File: src/rtl/apq_pkg.sv
// Shared types and codes for the array priority queue.
// No dependencies; imported by every module of the block.
`default_nettype none

package apq_pkg;

  typedef enum logic [1:0] {
    ST_IDLE,
    ST_SCAN,
    ST_SHIFT
  } state_t;

  localparam logic [1:0] OP_PUSH = 2'd0;
  localparam logic [1:0] OP_POP  = 2'd1;
  localparam logic [1:0] OP_PEEK = 2'd2;

  localparam logic [1:0] STAT_OK    = 2'd0;
  localparam logic [1:0] STAT_FULL  = 2'd1;
  localparam logic [1:0] STAT_EMPTY = 2'd2;

  localparam logic MODE_MAX = 1'b0;
  localparam logic MODE_MIN = 1'b1;

  localparam int RESULT_W = 32;
  localparam int VALUE_W  = 32;
  localparam int FILL_W   = 4;

endpackage

`default_nettype wire

File: src/rtl/apq_cmp.sv
// Shared signed comparator: is the candidate a better pick than the current best.
// Depends on apq_pkg for the priority mode codes.
`default_nettype none

module apq_cmp import apq_pkg::*; #(
  parameter int DATA_WIDTH = 32
) (
  input  wire logic [DATA_WIDTH-1:0] cand,
  input  wire logic [DATA_WIDTH-1:0] best,
  input  wire logic                  mode,
  output logic                       better
);

  always_comb begin
    if (mode == MODE_MIN) begin
      better = signed'(cand) < signed'(best);
    end else begin
      better = signed'(cand) > signed'(best);
    end
  end

endmodule

`default_nettype wire

File: src/rtl/apq_seq.sv
// Sequencer and entry memory: push, head-first scan, gap-closing shift.
// Depends on apq_pkg and apq_cmp.
`default_nettype none

module apq_seq import apq_pkg::*; #(
  parameter int DEPTH      = 8,
  parameter int DATA_WIDTH = 32
) (
  input  wire logic                clk,
  input  wire logic                rst,
  input  wire logic                start,
  input  wire logic [1:0]          operation,
  input  wire logic [VALUE_W-1:0]  push_value,
  input  wire logic                mode,
  output logic                     busy,
  output logic                     done,
  output logic [RESULT_W-1:0]      result_value,
  output logic [1:0]               status,
  output logic [FILL_W-1:0]        fill_count
);

  localparam int PW = $clog2(DEPTH);
  localparam int CW = $clog2(DEPTH + 1);

  function automatic logic [PW-1:0] ptr_inc(input logic [PW-1:0] p);
    return (p == PW'(DEPTH - 1)) ? '0 : PW'(p + 1'b1);
  endfunction

  function automatic logic [PW-1:0] ptr_dec(input logic [PW-1:0] p);
    return (p == '0) ? PW'(DEPTH - 1) : PW'(p - 1'b1);
  endfunction

  logic [DATA_WIDTH-1:0] mem [DEPTH];
  logic [DATA_WIDTH-1:0] rd_data;

  state_t                state, state_next;
  logic [PW-1:0]         head, head_next;
  logic [PW-1:0]         tail, tail_next;
  logic [CW-1:0]         count, count_next;
  logic [PW-1:0]         rd_pos, rd_pos_next;
  logic [CW-1:0]         cmp_cnt, cmp_cnt_next;
  logic [DATA_WIDTH-1:0] best_val, best_val_next;
  logic [PW-1:0]         best_pos, best_pos_next;
  logic [PW-1:0]         dst, dst_next;
  logic                  have, have_next;
  logic                  is_pop, is_pop_next;
  logic                  done_next;
  logic [RESULT_W-1:0]   result_value_next;
  logic [1:0]            status_next;
  logic [FILL_W-1:0]     fill_count_next;

  logic                  rd_en;
  logic [PW-1:0]         rd_addr;
  logic                  wr_en;
  logic [PW-1:0]         wr_addr;
  logic [DATA_WIDTH-1:0] wr_data;

  logic                  better;
  logic                  take;
  logic [DATA_WIDTH-1:0] sel_val;
  logic [PW-1:0]         sel_pos;
  logic [63:0]           push_wide;

  apq_cmp #(.DATA_WIDTH(DATA_WIDTH)) u_cmp (
    .cand   (rd_data),
    .best   (best_val),
    .mode   (mode),
    .better (better)
  );

  assign push_wide = {32'b0, push_value};
  assign busy      = (state != ST_IDLE);

  // first entry of a scan is taken unconditionally; ties keep the older one
  assign take    = (cmp_cnt == '0) || better;
  assign sel_val = take ? rd_data : best_val;
  assign sel_pos = take ? rd_pos : best_pos;

  always_ff @(posedge clk) begin
    if (wr_en) begin
      mem[wr_addr] <= wr_data;
    end
    if (rd_en) begin
      rd_data <= mem[rd_addr];
    end
  end

  always_ff @(posedge clk) begin
    if (rst) begin
      state <= ST_IDLE;
      head  <= '0;
      tail  <= '0;
      count <= '0;
      have  <= 1'b0;
      done  <= 1'b0;
    end else begin
      state <= state_next;
      head  <= head_next;
      tail  <= tail_next;
      count <= count_next;
      have  <= have_next;
      done  <= done_next;
    end
  end

  always_ff @(posedge clk) begin
    rd_pos       <= rd_pos_next;
    cmp_cnt      <= cmp_cnt_next;
    best_val     <= best_val_next;
    best_pos     <= best_pos_next;
    dst          <= dst_next;
    is_pop       <= is_pop_next;
    result_value <= result_value_next;
    status       <= status_next;
    fill_count   <= fill_count_next;
  end

  always_comb begin
    state_next        = state;
    head_next         = head;
    tail_next         = tail;
    count_next        = count;
    rd_pos_next       = rd_pos;
    cmp_cnt_next      = cmp_cnt;
    best_val_next     = best_val;
    best_pos_next     = best_pos;
    dst_next          = dst;
    have_next         = have;
    is_pop_next       = is_pop;
    done_next         = 1'b0;
    result_value_next = result_value;
    status_next       = status;
    fill_count_next   = fill_count;
    rd_en             = 1'b0;
    rd_addr           = head;
    wr_en             = 1'b0;
    wr_addr           = tail;
    wr_data           = push_wide[DATA_WIDTH-1:0];

    case (state)
      ST_IDLE: begin
        if (start) begin
          result_value_next = '0;
          status_next       = STAT_OK;
          fill_count_next   = FILL_W'(count);
          case (operation)
            OP_PUSH: begin
              done_next = 1'b1;
              if (count == CW'(DEPTH)) begin
                status_next = STAT_FULL;
              end else begin
                wr_en           = 1'b1;
                tail_next       = ptr_inc(tail);
                count_next      = CW'(count + 1'b1);
                fill_count_next = FILL_W'(CW'(count + 1'b1));
              end
            end
            OP_POP, OP_PEEK: begin
              if (count == '0) begin
                status_next = STAT_EMPTY;
                done_next   = 1'b1;
              end else begin
                rd_en        = 1'b1;
                rd_pos_next  = head;
                cmp_cnt_next = '0;
                is_pop_next  = (operation == OP_POP);
                state_next   = ST_SCAN;
              end
            end
            default: begin
              done_next = 1'b1;
            end
          endcase
        end
      end

      ST_SCAN: begin
        best_val_next = sel_val;
        best_pos_next = sel_pos;
        cmp_cnt_next  = CW'(cmp_cnt + 1'b1);
        if (CW'(cmp_cnt + 1'b1) == count) begin
          result_value_next = RESULT_W'(signed'(sel_val));
          status_next       = STAT_OK;
          if (is_pop) begin
            dst_next   = sel_pos;
            have_next  = 1'b0;
            state_next = ST_SHIFT;
          end else begin
            fill_count_next = FILL_W'(count);
            done_next       = 1'b1;
            state_next      = ST_IDLE;
          end
        end else begin
          rd_en       = 1'b1;
          rd_addr     = ptr_inc(rd_pos);
          rd_pos_next = ptr_inc(rd_pos);
        end
      end

      ST_SHIFT: begin
        // one entry moves toward the tail per beat; reads run one ahead
        if (dst == head) begin
          head_next       = ptr_inc(head);
          count_next      = CW'(count - 1'b1);
          fill_count_next = FILL_W'(CW'(count - 1'b1));
          done_next       = 1'b1;
          state_next      = ST_IDLE;
        end else if (!have) begin
          rd_en     = 1'b1;
          rd_addr   = ptr_dec(dst);
          have_next = 1'b1;
        end else begin
          wr_en    = 1'b1;
          wr_addr  = dst;
          wr_data  = rd_data;
          dst_next = ptr_dec(dst);
          if (ptr_dec(dst) != head) begin
            rd_en   = 1'b1;
            rd_addr = ptr_dec(ptr_dec(dst));
          end else begin
            have_next = 1'b0;
          end
        end
      end

      default: begin
        state_next = ST_IDLE;
      end
    endcase
  end

endmodule

`default_nettype wire

File: src/rtl/array_priority_queue.sv
// Top level of the array priority queue: mode register and sequencer.
// Depends on apq_pkg, apq_seq (which holds apq_cmp).
//
//  channel   | signals                               | beat taken when
//  ----------+---------------------------------------+--------------------------
//  command   | start, busy, operation, push_value    | start && !busy
//  result    | done, result_value, status, fill_count| every cycle done is high
//  config    | cfg_valid, cfg_ready, cfg_data        | cfg_valid && cfg_ready
//
// Push, rejected and unknown operations: result in the cycle after the command beat.
// Peek: one memory read and one compare per entry, one entry at a time, since the
// entry memory has a single read port and the comparator is shared.
// Pop: the peek scan, then a shift that moves every entry between the head and the
// served entry one place toward the tail (one entry moved per cycle).
// Reset is synchronous; the queue comes up empty in max mode. Results cannot stall.
`default_nettype none

module array_priority_queue import apq_pkg::*; #(
  parameter int DEPTH      = 8,
  parameter int DATA_WIDTH = 32
) (
  input  wire logic                clk,
  input  wire logic                rst,
  input  wire logic                start,
  output logic                     busy,
  input  wire logic [1:0]          operation,
  input  wire logic [VALUE_W-1:0]  push_value,
  output logic                     done,
  output logic [RESULT_W-1:0]      result_value,
  output logic [1:0]               status,
  output logic [FILL_W-1:0]        fill_count,
  input  wire logic                cfg_valid,
  output logic                     cfg_ready,
  input  wire logic                cfg_data
);

  logic priority_mode;

  assign cfg_ready = !busy;

  always_ff @(posedge clk) begin
    if (rst) begin
      priority_mode <= MODE_MAX;
    end else if (cfg_valid && cfg_ready) begin
      priority_mode <= cfg_data;
    end
  end

  apq_seq #(
    .DEPTH      (DEPTH),
    .DATA_WIDTH (DATA_WIDTH)
  ) u_seq (
    .clk          (clk),
    .rst          (rst),
    .start        (start),
    .operation    (operation),
    .push_value   (push_value),
    .mode         (priority_mode),
    .busy         (busy),
    .done         (done),
    .result_value (result_value),
    .status       (status),
    .fill_count   (fill_count)
  );

endmodule

`default_nettype wire

File: config.mk
export PLATFORM = sky130hd
export DESIGN_NAME = array_priority_queue
export DESIGN_NICKNAME = d
export VERILOG_FILES = /design/src/rtl/apq_pkg.sv /design/src/rtl/apq_cmp.sv /design/src/rtl/apq_seq.sv /design/src/rtl/array_priority_queue.sv
export SDC_FILE = /design/constraint.sdc
export NUM_CORES = 1
export LEC_CHECK = 0
export BUFFER_PORTS_ARGS = -buffer_cell sky130_fd_sc_hd__buf_2
export CAP_MARGIN = 0
export CORE_MARGIN = 1.5
export CORE_UTILIZATION = 40
export DETAILED_ROUTE_END_ITERATION = 6
export GPL_TIMING_DRIVEN = 0
export SYNTH_ARGS = -nofsm -noshare
export SYNTH_HDL_FRONTEND = slang
export SYNTH_SLANG_ARGS = --single-unit
File: constraint.sdc
create_clock -name clk -period 8.7 [get_ports clk]
set_input_delay 0.435 -clock clk [delete_from_list [all_inputs] [get_ports clk]]
set_output_delay 0.435 -clock clk [all_outputs]
set_load 0.005 [all_outputs]
==> impl.org, run 1 <==
** STA
- Count of final max-slew check failures :: 0
- Post-layout worst setup margin :: 4.819 ns
- Unrepaired setup endpoints after global routing :: no
- The final critical path takes up 44.61% of the cycle.
- Number of hold violations in the final report :: 0
- For this run, the top clock speed supported by timing is 0.2577 GHz.
- Endpoints failing setup :: 0
- The worst path needs 3.881 ns of the cycle, external delays included.
- In this run the tightest slew margin relative to its limit is between 40% and 50%.
- Setup total negative slack on the finished layout was measured at 0 ns.
- Final setup skew :: 0.02056 ns
- At the pin with the least slew margin, the transition time is just under 0.9 ns.

** Global route
- Global routing used 17.13% of the available tracks across all layers.
- Via count of the first global-routing pass :: 9945
- Global routing finished with a remaining overflow of 0.
- Global-route wire length before repair :: 59640 um
- Initial antenna violation count :: 0
- Entering global routing, the biggest net connects 32 pins.

** Detailed routing
- In this run the remaining antenna-violating nets after routing total 0.
- Wires add up to 39120 um.
- The routed layout has 10.09k vias.
- The first TritonRoute pass finished after 7 iterations.
- After the first detailed-routing iteration, the DRC count stood at 720.
- In the final routed layout, each cell accounts on average for 19.85 um.
- DRC violation count after routing :: 0
- Avg Vias per Cell :: 5.117

** Synthesis
- Count of mapped cells out of synthesis :: roughly 1.2k
- Async set or reset register ratio after synthesis :: 0%
- Commonest register cell after synthesis :: sky130_fd_sc_hd__edfxtp_1
- Average size of a mapped cell :: 14.76 um^2
- Share of the yosys chip area belonging to registers :: 63.96%
- The number of different library cells used by synthesis comes to between 60 and 70.
- The top cell type by area accounts for 62.29% of the synthesized area.
- #FFs+latches synth :: 387
- Counting every net in the synthesized netlist gives ~1.3k.
- Commonest cells in the synthesized netlist :: 372 x sky130_fd_sc_hd__edfxtp_1, 233 x sky130_fd_sc_hd__mux2i_1, 107 x sky130_fd_sc_hd__nand2_1, 73 x sky130_fd_sc_hd__mux2_2, 54 x sky130_fd_sc_hd__inv_1
- Netlist area before placement :: 17930 um^2
- Leading cell type by number of instances after synthesis :: sky130_fd_sc_hd__edfxtp_1
- The synthesized design contains 372 enable-type register cells.
- Total of warnings raised by yosys :: 0
- Cell types occupying the most area after synthesis :: sky130_fd_sc_hd__edfxtp_1 62%, sky130_fd_sc_hd__mux2i_1 13%, sky130_fd_sc_hd__mux2_2 4.6%, sky130_fd_sc_hd__ha_1 3.7%, sky130_fd_sc_hd__nand2_1 2.2%
- Dominant cell type by area after synthesis :: sky130_fd_sc_hd__edfxtp_1

** Place
- During placement, the flow inserted port buffers numbering 79.
- Setup slack after placement :: 4.881 ns
- The HPWL after detailed placement is 26420 um.
- Routability-driven placement finished with a final weighted congestion of 0.8342.

** Die
- During I/O placement, the number of pins put on the boundary was 80.
- Core region area :: 44220 um^2
- The die is 214.7 um wide.
- From bottom edge to top edge, the die measures 214.7 um.
- The die covers about 46000 um^2.
- Row cnt :: between 70 and 80
- The initial utilization of the core area, before any placement, comes to 40.56%.

** Clocking
- Post-CTS Setup Repair Bufs :: 0
- Clock Sinks :: 387
- The clock passes through at most 3 buffers.
- CTS H-tree lvls :: 2
- Register clock-pin slew on the reported worst setup and hold paths :: 0.06 ns
- Buffers inserted to repair hold after CTS numbered 0.
- TritonCTS created ~40 clock buffers.
- TritonCTS clock tree :: yes
- Clock tree root buffer cell :: sky130_fd_sc_hd__clkbuf_16
- Once the clock tree was built, the resizer swapped 0 gates to a different size.
- Later-pin clock latency in the skew report :: 0.57 ns

** Worst setup path
- Required time of the worst setup path :: 9.01 ns
- At the worst endpoint, the arrival time is 4.19 ns.
- The worst register-to-register path has a setup slack of 4.82 ns.
- Max stage delay cell, worst path :: sky130_fd_sc_hd__a22oi_1
- Type of element capturing the critical path :: flip-flop
- The setup path with the least slack is of type flip-flop to flip-flop.
- CP max stage delay :: between 0.7 and 0.8 ns
- CP Cell Sequence :: inv_1 > ha_1 > xor2_1 > o21ai_1 > nor3_1 > o21ai_0 > a21oi_1 > o21ai_1 > a22oi_1 > buf_2 > mux2_2
- Among the stages of the critical path, the cell type that occurs most often is sky130_fd_sc_hd__o21ai_1.
- The worst setup path is launched from a flip-flop.
- Max Fanout on Critical Path :: 10

** Finish
- FILL cells :: roughly 3.8k
- In the final layout, flip-flops and latches occupy 11470 um^2.
- 0 antenna diodes ended up in the layout.
- Summing all multi-input logic gate instances after layout gives 5977 um^2.
- Layout cells sized above 1 :: 20.59%
- Area added between synthesis and finish :: 15.23%
- NumNets Final :: around 1.4k

** Power and ir drop
- The worst-case IR drop observed on VDD is about 0.11 mV.
- Summed over all cells, the static leakage comes to 7.476 nW.
- For this design the ratio of total power to cell area is 191.2 nW/um^2.

** Status
- Outcome :: completed

** Flow run
- Max-cap violations in this run came to 0.

** Hold path
- Kind of path behind the tightest hold check :: primary input to flip-flop
## flip-flops by register name, summed over array words and instances (netlist names)
name and count:
u_seq.mem 256, u_seq.best_val 32, u_seq.rd_data 32, u_seq.result_value 32
u_seq.cmp_cnt 4, u_seq.count 4, u_seq.fill_count 4, u_seq.best_pos 3
u_seq.dst 3, u_seq.head 3, u_seq.rd_pos 3, u_seq.tail 3
u_seq.state 2, u_seq.status 2, priority_mode 1, u_seq.done 1
u_seq.have 1, u_seq.is_pop 1
## layout make-up
class / instances / area share (%)
plain buffers: 53 / 1.768
clock buffers: 47 / 5.074
clock inverters: 27 / 1.060
inverters: 55 / 0.9990
multi-input cells: 720 / 28.92
flip-flops and latches: 387 / 55.51
well taps: 592 / 3.584
repair buffers: 90 / 3.088
## path summary, 6_finish.rpt
path,from,end,cells after the start
worst max-delay path,u_seq.dst[0],u_seq.rd_data[2],11
worst max register to register,u_seq.dst[0],u_seq.rd_data[2],11
worst min register to register,u_seq.tail[0],u_seq.tail[0],2
worst min-delay path,cfg_data,priority_mode,3
## critical path, delay by kind of cell, from the launching register on
family	cells	cell delay, ns
adders and majority gates	1	0.36
AOI/OAI and AO/OA	5	1.23
xor gates and xnor gates	1	0.15
DFF	1	0.51
muxes	1	0.39
buffers and inverters	2	0.59
and+or+nand+nor	1	0.38
## through the flow
stage	cell area, um^2	power [mW]	instances	utilization [%]	hold slack (ns)
2_1_floorplan	17930	2.254	1215	-	0.4563
3_3_place_gp	19070	2.324	1886	43.13	0.5427
3_5_place_dp	19400	2.334	1897	43.87	0.5482
4_1_cts	20670	3.994	1971	46.73	0.1133
5_1_grt	20670	4.078	1971	46.73	0.1348
6_report	20670	3.951	1971	46.73	0.1440
## per-layer routing
metal	up-vias	track usage [%]	wire length (um)
met2	217	27.85	18140
met4	0	5.164	801
met3	52	2.505	1679
met5	-	0	0
li1	4820	-	-
met1	4996	23.82	18500
## cell usage in the layout, fill, tap and decap left out, drive strengths merged, types with 2 or more instances in the layout
cell type / n
a221o: 3
and2: 5
o22ai: 4
o211ai: 2
xnor2: 8
o21a: 3
buf: 122
clkinv: 18
and3: 4
ha: 53
a31oi: 8
o31ai: 5
nand2b: 6
o21bai: 2
nor3: 13
nor2b: 4
mux2i: 233
nand3: 11
o21ai: 28
nand4: 10
a22oi: 2
dfxtp: 15
nor2: 53
clkbuf: 68
nand2: 108
edfxtp: 372
or2: 4
a21oi: 32
clkinvlp: 6
a211o: 2
bufinv: 2
a21o: 2
inv: 56
mux2: 97
xor2: 3
nor3b: 2
## kinds of logic after synthesis
kind of cell / share of synthesized area [%]
DFF: 63.96
muxes: 19.09
and+or+nand+nor: 5.846
buffers and inverters: 3.188
AOI/OAI and AO/OA: 3.551
adders and majority gates: 3.698
xor gates and xnor gates: 0.6628
## power by group
part           switching, mW  internal (mW)  total (mW)
logic                  0.112         0.0799       0.192
registers             0.0206           2.08        2.10
clock network          0.727          0.931        1.66
Power figures use the tool's default switching activity.
==> run 2: changes to the inputs <==
==> constraint.sdc (replaced) <==
create_clock -name clk -period 3.92 [get_ports clk]
set_input_delay 0.196 -clock clk [delete_from_list [all_inputs] [get_ports clk]]
set_output_delay 0.196 -clock clk [all_outputs]
set_load 0.005 [all_outputs]
==> impl.org, run 2 (same netlist as run 1, synthesis figures left out) <==
** Status
- Outcome: completed (unchanged).

** Clocking
- The clock latency at the later pin of the worst-skew pair is 0.58 ns (was 0.57 ns).
- The number of clock sinks seen by CTS came to 387 (unchanged).
- The number of H-tree branching levels was 2 (unchanged).
- The CTS clock-pin slew for the worst setup and hold paths came to 0.06 ns (about the same).
- Number of buffers added by the clock tree synthesis step :: 41 (unchanged)
- The buffer cell driving the clock tree root is sky130_fd_sc_hd__clkbuf_16 (unchanged).
- The CTS tree is yes (unchanged).
- Clock Tree Buf Depth :: 3 (unchanged)

** Detailed routing
- Number of optimization iterations in the first detailed-route pass :: 5 (was 7)
- Avg Vias per Cell :: 5.032 (was 5.117)
- DRC violation count after routing :: 0 (unchanged)
- Number of nets with antenna violations after detailed routing :: 0 (unchanged)
- Detailed Route Iter0 Violations :: 564 (was 720)
- The wire length after detailed routing is 38750 um (was 39120 um).
- The routed length per placed instance is 19.60 um (was 19.85 um).
- Number of vias after detailed routing :: 9949 (was 10.09k)

** Die
- The number of top-level pins is 80 (unchanged).
- Core region area :: 44220 um^2 (unchanged)
- The cell row count came to 77 (unchanged).
- Initial core utilization :: 40.56% (unchanged)
- Die extent in x :: 214.7 um (unchanged)
- The die area was 46120 um^2 (unchanged).
- The chip height is 214.7 um (unchanged).

** Worst setup path
- The highest fanout seen on the critical path was 10 (unchanged).
- The critical path data arrival time was 3.94 ns (was 4.19 ns).
- The required time of the critical path was 4.23 ns (was 9.01 ns).
- The type of destination of the critical path was a flip-flop (unchanged).
- The critical path class was flip-flop to flip-flop (unchanged).
- The launching element type of the critical path is a flip-flop (unchanged).

** Flow run
- The max-capacitance violation count was 0 (unchanged).

** Finish
- Commonest non-fill, non-tap cells in the layout: 372 x sky130_fd_sc_hd__edfxtp_1, 233 x sky130_fd_sc_hd__mux2i_1, 107 x sky130_fd_sc_hd__nand2_1 (unchanged).
- Layout cells sized above 1 :: 20.30% (was 20.59%)
- The number of filler instances in the final layout was 3842 (was 3826).
- Final instance area :: 20760 um^2 (was 20670 um^2)
- The number of flip-flops in the largest register is 256 (unchanged).
- The synthesis-to-finish area growth came to 15.73% (was 15.23%).
- Final cell count without fillers :: 1977 (was 1971)
- The largest register by flop count is u_seq.mem (unchanged).
- Commonest non-fill, non-tap cell in the layout :: sky130_fd_sc_hd__edfxtp_1 (unchanged)
- NumNets Final :: 1446 (was 1440)

** Global route
- The pin count of the biggest net entering global routing came to 36 (was 32).
- Aggregate global routing overflow :: 0 (unchanged)
- The most utilized layer in the global route result was met2 (unchanged).
- Initial antenna violation count :: 0 (unchanged)
- The first-pass GRT wire length was 59280 um (was 59640 um).
- Via count of the first global-routing pass :: 9991 (was 9945)
- The met1 routing resource usage after global routing is 23.51% (was 23.82%).
- The overall fraction of global-route tracks in use was 17.06% (was 17.13%).
- GRT met3 Usage :: 2.505% (unchanged)
- Global-route track usage on met2 :: 28.14% (was 27.85%)

** Place
- The final HPWL from detailed placement came to 26480 um (was 26420 um).
- Port-buffer cells :: 79 (unchanged)
- Cells after DPL :: 1897 (unchanged)
- The cell area after placement is 19380 um^2 (was 19400 um^2).
- The last weighted congestion value of the routability-driven placer was 0.8275 (was 0.8342).

** STA
- The sum of negative setup slack is 0 ns (unchanged).
- Count of final max-slew check failures :: 0 (unchanged)
- Relative max-transition margin :: 42.19% (was 40.76%)
- Final setup skew :: 0.02706 ns (was 0.02056 ns)
- The final number of setup-violating endpoints came to 0 (unchanged).
- The post-route minimum period was 3.629 ns (was 3.881 ns).
- Fin crit share :: 92.59% (was 44.61%)
- Unrepaired setup endpoints after global routing: no (unchanged).
- The number of endpoints with negative hold slack in the final report came to 0 (unchanged).
- The worst hold-check slack was 0.03119 ns (was 0.1440 ns).
- The actual slew at the worst max-slew pin came to 0.8581 ns (was 0.8867 ns).
- Highest clock rate :: 0.2755 GHz (was 0.2577 GHz)

** Power and ir drop
- Worst supply voltage drop on vdd :: 0.2651 mV (was 0.1148 mV)
- Reported leakage power :: 7.534 nW (was 7.476 nW)
- PwrDens :: 428.4 nW/um^2 (was 191.2 nW/um^2)

** Hold path
- Kind of path behind the tightest hold check :: primary input to flip-flop (unchanged)
run 2: cell types whose count changed in the layout (fill, tap and decap cells not counted), sizes merged:
cell         before  now
clkbuf           68   75
clkinv           18   12
clkinvlp          6    0
dlygate4sd3       0    5
bufinv            2    4
inv              56   58
buf             122  123
diode             0    1
run 2: final timing paths:
kind                  start           endpoint  slack, ns  depth (start not counted)
max            u_seq.dst[0]  u_seq.rd_data[27]       0.29                         15
min          push_value[12]   u_seq.mem[0][12]       0.03                          2
max reg2reg    u_seq.dst[0]  u_seq.rd_data[27]       0.29                         15
min reg2reg   u_seq.tail[0]      u_seq.tail[0]       0.56                          2
run 2: layout make-up:
| class | count | area (um^2) | share of cell area (%) |
|---|---|---|---|
| multi-input cells | 720 | 5982 | 28.82 |
| repair buffers | 96 | 680.7 | 3.279 |
| clock inverters | 19 | 232.7 | 1.121 |
| diodes | 1 | 2.502 | 0.01206 |
| flip-flops and latches | 387 | 11470 | 55.27 |
| plain buffers | 53 | 365.4 | 1.760 |
| clock buffers | 54 | 1075 | 5.178 |
| well taps | 592 | 740.7 | 3.569 |
| inverters | 55 | 206.4 | 0.9946 |
run 2: routing by layer:
metal	vias up	part of all wire, %	wire [um]
met5	-	0	0
met4	0	1.8	714
met3	47	3.7	1431
met2	174	47	18310
met1	4879	47	18290
li1	4849	-	-
run 2: what timing repair did:
action	in CTS	in global routing
setup buffers	0	1
hold endpoints to repair	6	0
setup endpoints to repair	0	30
resized for setup	0	1
hold buffers	5	0
run 2: worst max-delay path: stages (launching register included):
cell and delay, ns:
sky130_fd_sc_hd__edfxtp_1 0.48, sky130_fd_sc_hd__inv_1 0.12, sky130_fd_sc_hd__ha_1 0.29, sky130_fd_sc_hd__and2_4 0.20, sky130_fd_sc_hd__nor2_4 0.11, sky130_fd_sc_hd__inv_2 0.05
sky130_fd_sc_hd__ha_1 0.27, sky130_fd_sc_hd__nand2b_1 0.15, sky130_fd_sc_hd__or2_2 0.27, sky130_fd_sc_hd__a31oi_1 0.16, sky130_fd_sc_hd__a221o_2 0.24, sky130_fd_sc_hd__buf_6 0.20
sky130_fd_sc_hd__buf_6 0.22, sky130_fd_sc_hd__mux2i_1 0.23, sky130_fd_sc_hd__mux2i_1 0.10, sky130_fd_sc_hd__mux2_2 0.27
run 2: report_power, final:
group / switching, mW / total [mW] / internal (mW)
sequential: 0.0454 / 4.66 / 4.62
clock: 1.58 / 3.80 / 2.22
combinational: 0.250 / 0.430 / 0.180
run 2: metrics by stage:
stage               power [mW]  worst slack [ns]  util, %
CTS                      8.999          0.003900    46.90
detailed placement       5.178          0.007077    43.83
global route             9.181           0.05343    46.93
global placement         5.157            -2.251    43.13
finish                   8.893            0.2906    46.94
floorplan                5.002            0.1497        -
==> run 3: changes to the inputs <==
--- a/config.mk
+++ b/config.mk
@@ -11,6 +11,7 @@
 export CORE_UTILIZATION = 40
 export DETAILED_ROUTE_END_ITERATION = 6
 export GPL_TIMING_DRIVEN = 0
+export SETUP_SLACK_MARGIN = 0.5
 export SYNTH_ARGS = -nofsm -noshare
 export SYNTH_HDL_FRONTEND = slang
 export SYNTH_SLANG_ARGS = --single-unit
==> impl.org, run 3 (same netlist as run 1, synthesis figures left out) <==
** Status
- Outcome :: completed (unchanged)

** Worst setup path
- Category of the most critical setup path :: flip-flop to flip-flop (unchanged)
- Startpoint of the most critical register-to-register path :: u_seq.dst[0] (unchanged)
- CP Cell Sequence: buf_6 > inv_6 > ha_4 > nor3_4 > nor2_4 > inv_2 > ha_4 > nand2b_4 > or2_4 > a31oi_2 > a221o_2 > buf_12 > clkbuf_16 > clkbuf_16 > mux2i_1 > mux2i_1 > mux2_4 (was inv_1 > ha_1 > and2_4 > nor2_4 > inv_2 > ha_1 > nand2b_1 > or2_2 > a31oi_1 > a221o_2 > buf_6 > buf_6 > mux2i_1 > mux2i_1 > mux2_2).
- Worst r2r dst :: u_seq.rd_data[31] (was u_seq.rd_data[27])
- Type of element capturing the critical path :: flip-flop (unchanged)
- The highest fanout seen on the critical path came to 6 (was 10).
- Critical path's top delay family :: buffers and inverters (was simple AND/OR/NAND/NOR gates)
- The worst setup path endpoint is u_seq.rd_data[31] (was u_seq.rd_data[27]).
- Reg2Reg Setup Slack :: 0.47 ns (was 0.29 ns)
- Data arrival at the endpoint of the critical path :: 3.78 ns (was 3.94 ns)
- The launching element type of the critical path is a flip-flop (unchanged).
- CP max stage delay :: 0.37 ns (was 0.48 ns)
- The depth of the most critical reg-to-reg path is 17 (was 15).
- The required time of the critical path was 4.25 ns (was 4.23 ns).
- Critical path depth in cells :: 17 (was 15)
- Buffering stage count on the worst path with inverters included :: 6 (was 4)
- The cell at the slowest stage of the critical path was sky130_fd_sc_hd__edfxtp_1 (unchanged).
- Beginning of the critical path :: u_seq.dst[0] (unchanged)

** STA
- The number of endpoints with negative hold slack in the final report is 0 (unchanged).
- The worst-case headroom to the max-slew limit came to 27.21% (was 42.19%).
- Count of final max-slew check failures :: 0 (unchanged)
- Highest clock rate :: 0.2899 GHz (was 0.2755 GHz)
- Endpoints failing setup :: 0 (unchanged)
- The sum of negative setup slack came to 0 ns (unchanged).
- Unrepaired setup endpoints after global routing :: yes (was no)
- Final setup skew :: 0.01678 ns (was 0.02706 ns)
- The setup slack of the critical path after layout is 0.4710 ns (was 0.2906 ns).
- Transition time at the pin with the least slew margin :: 1.089 ns (was 0.8581 ns)
- Min Tclk post-route :: 3.449 ns (was 3.629 ns)
- Fin crit share :: 87.99% (was 92.59%)

** Place
- Port-buffer cells :: 79 (unchanged)
- The placed instance count was 1896 (was 1897).
- RePlAce Congestion :: 0.8367 (was 0.8275)
- Half-perimeter wire length of the detailed placement result :: 26510 um (was 26480 um)
- Setup slack after placement :: 0.09236 ns (was 0.007077 ns)
- The cell area after placement was 19380 um^2 (about the same).

** Die
- Core region area :: 44220 um^2 (unchanged)
- The chip height is 214.7 um (unchanged).
- Num ports :: 80 (unchanged)
- The starting density of the core was 40.56% (unchanged).
- The die area came to 46120 um^2 (unchanged).
- The horizontal extent of the die is 214.7 um (unchanged).
- The cell row count was 77 (unchanged).

** Clocking
- The number of clock sinks seen by CTS was 387 (unchanged).
- The buffer cell driving the clock tree root was sky130_fd_sc_hd__clkbuf_16 (unchanged).
- Number of buffers added by the clock tree synthesis step :: 42 (was 41)
- TritonCTS clock tree :: yes (unchanged)
- Register clock-pin slew on the reported worst setup and hold paths :: 0.06 ns (about the same)
- The clock latency at the later pin of the worst-skew pair came to 0.58 ns (about the same).
- Clock Tree Buf Depth :: 3 (unchanged)
- CTS H-tree lvls :: 2 (unchanged)

** Finish
- FILL cells :: 3731 (was 3842)
- Final instance area :: 21760 um^2 (was 20760 um^2)
- The largest register by flop count is u_seq.mem (unchanged).
- Layout cells sized above 1 :: 23.95% (was 20.30%)
- The count of nets after finishing was 1483 (was 1446).
- Post-layout util :: 49.21% (was 46.94%)
- FF/Latch Area :: 11470 um^2 (unchanged)
- Commonest non-fill, non-tap cell in the layout :: sky130_fd_sc_hd__edfxtp_1 (unchanged)
- Flip-flop count of the largest register, all copies and words added :: 256 (unchanged)
- The synthesis-to-finish area growth came to 21.33% (was 15.73%).
- Commonest non-fill, non-tap cells in the layout: 372 x sky130_fd_sc_hd__edfxtp_1, 230 x sky130_fd_sc_hd__mux2i_1, 107 x sky130_fd_sc_hd__nand2_1 (was 372 x sky130_fd_sc_hd__edfxtp_1, 233 x sky130_fd_sc_hd__mux2i_1, 107 x sky130_fd_sc_hd__nand2_1).
- Multi-input gate area :: 6172 um^2 (was 5982 um^2)
- The final cell count without fillers came to 2017 (was 1977).

** Global route
- Via count of the first global-routing pass :: 10.03k (was 9991)
- Global-route wire length before repair :: 60310 um (was 59280 um)
- The overall fraction of global-route tracks in use came to 17.25% (was 17.06%).
- Aggregate global routing overflow :: 0 (unchanged)
- Initial antenna violation count :: 0 (unchanged)
- The pin count of the biggest net entering global routing came to 37 (was 36).

** Power and ir drop
- The power density of the placed cells is 417.8 nW/um^2 (was 428.4 nW/um^2).
- Reported leakage power :: 7.978 nW (was 7.534 nW)
- Worst supply voltage drop on vdd :: 0.2555 mV (was 0.2651 mV)

** Detailed routing
- The routed length per placed instance was 20.20 um (was 19.60 um).
- The DRC violations left was 0 (unchanged).
- Detailed Route Iter0 Violations :: 739 (was 564)
- Avg Vias per Cell :: 5.102 (was 5.032)
- The remaining antenna violation count after routing is 0 (unchanged).
- Wirelength, routed :: 40750 um (was 38750 um)
- Number of vias after detailed routing :: 10.29k (was 9949)
- The number of detailed-route iterations in the first pass is 7 (was 5).

** Flow run
- The max-capacitance violation count is 0 (unchanged).

** Hold path
- The path class of the lowest-slack min-delay path is primary input to flip-flop (unchanged).
run 3: cell types whose count changed in the layout (fill, tap and decap cells not counted), sizes merged:
cell / before / now
clkinvlp: 0 / 4
clkbuf: 75 / 88
inv: 58 / 57
clkinv: 12 / 14
bufinv: 4 / 5
buf: 123 / 144
run 3: power by group:
part,internal (mW),switching (mW),leakage [nW]
registers,4.62,0.0447,3.52
clock network,2.33,1.65,0.664
logic,0.192,0.260,3.79
total,7.14,1.95,7.98
run 3: layout make-up:
cell class,instances,area share [%]
flip-flops and latches,387,52.71
clock buffers,52,5.002
multi-input cells,720,28.36
clock inverters,25,1.368
plain buffers,53,2.323
repair buffers,132,5.842
well taps,592,3.404
diodes,1,0.01150
inverters,55,0.9717
run 3: worst min-delay path by stage:
stage	end	start	depth (start not counted)
floorplan	priority_mode	rst	1
global placement	priority_mode	cfg_data	3
detailed placement	priority_mode	cfg_data	3
CTS	u_seq.mem[6][8]	push_value[8]	2
global route	u_seq.mem[4][12]	push_value[12]	2
finish	u_seq.mem[4][12]	push_value[12]	2
run 3: what timing repair did:
item	CTS	global route
hold buffers	5	0
pin swaps	2	14
setup buffers	3	21
endpoints found under the setup margin	106	234
cloned	0	14
gates resized for setup	25	53
endpoints found under the hold margin	6	0
run 3: routing by layer:
metal | track usage, % | part of all wire (%) | wire [um]
met5 | 0 | 0 | 0
met4 | 6.244 | 2.7 | 1087
met3 | 2.180 | 3.8 | 1558
met2 | 28.64 | 48 | 19550
met1 | 23.27 | 46 | 18550
run 3: metrics by stage:
| stage | power [mW] | hold WS [ns] |
|---|---|---|
| after detailed placement | 5.176 | 0.4809 |
| after CTS | 9.169 | 0.01310 |
| after floorplan | 5.003 | 0.2651 |
| after global placement | 5.157 | 0.4767 |
| final | 9.091 | 0.04671 |
| after global routing | 9.393 | 0.04588 |
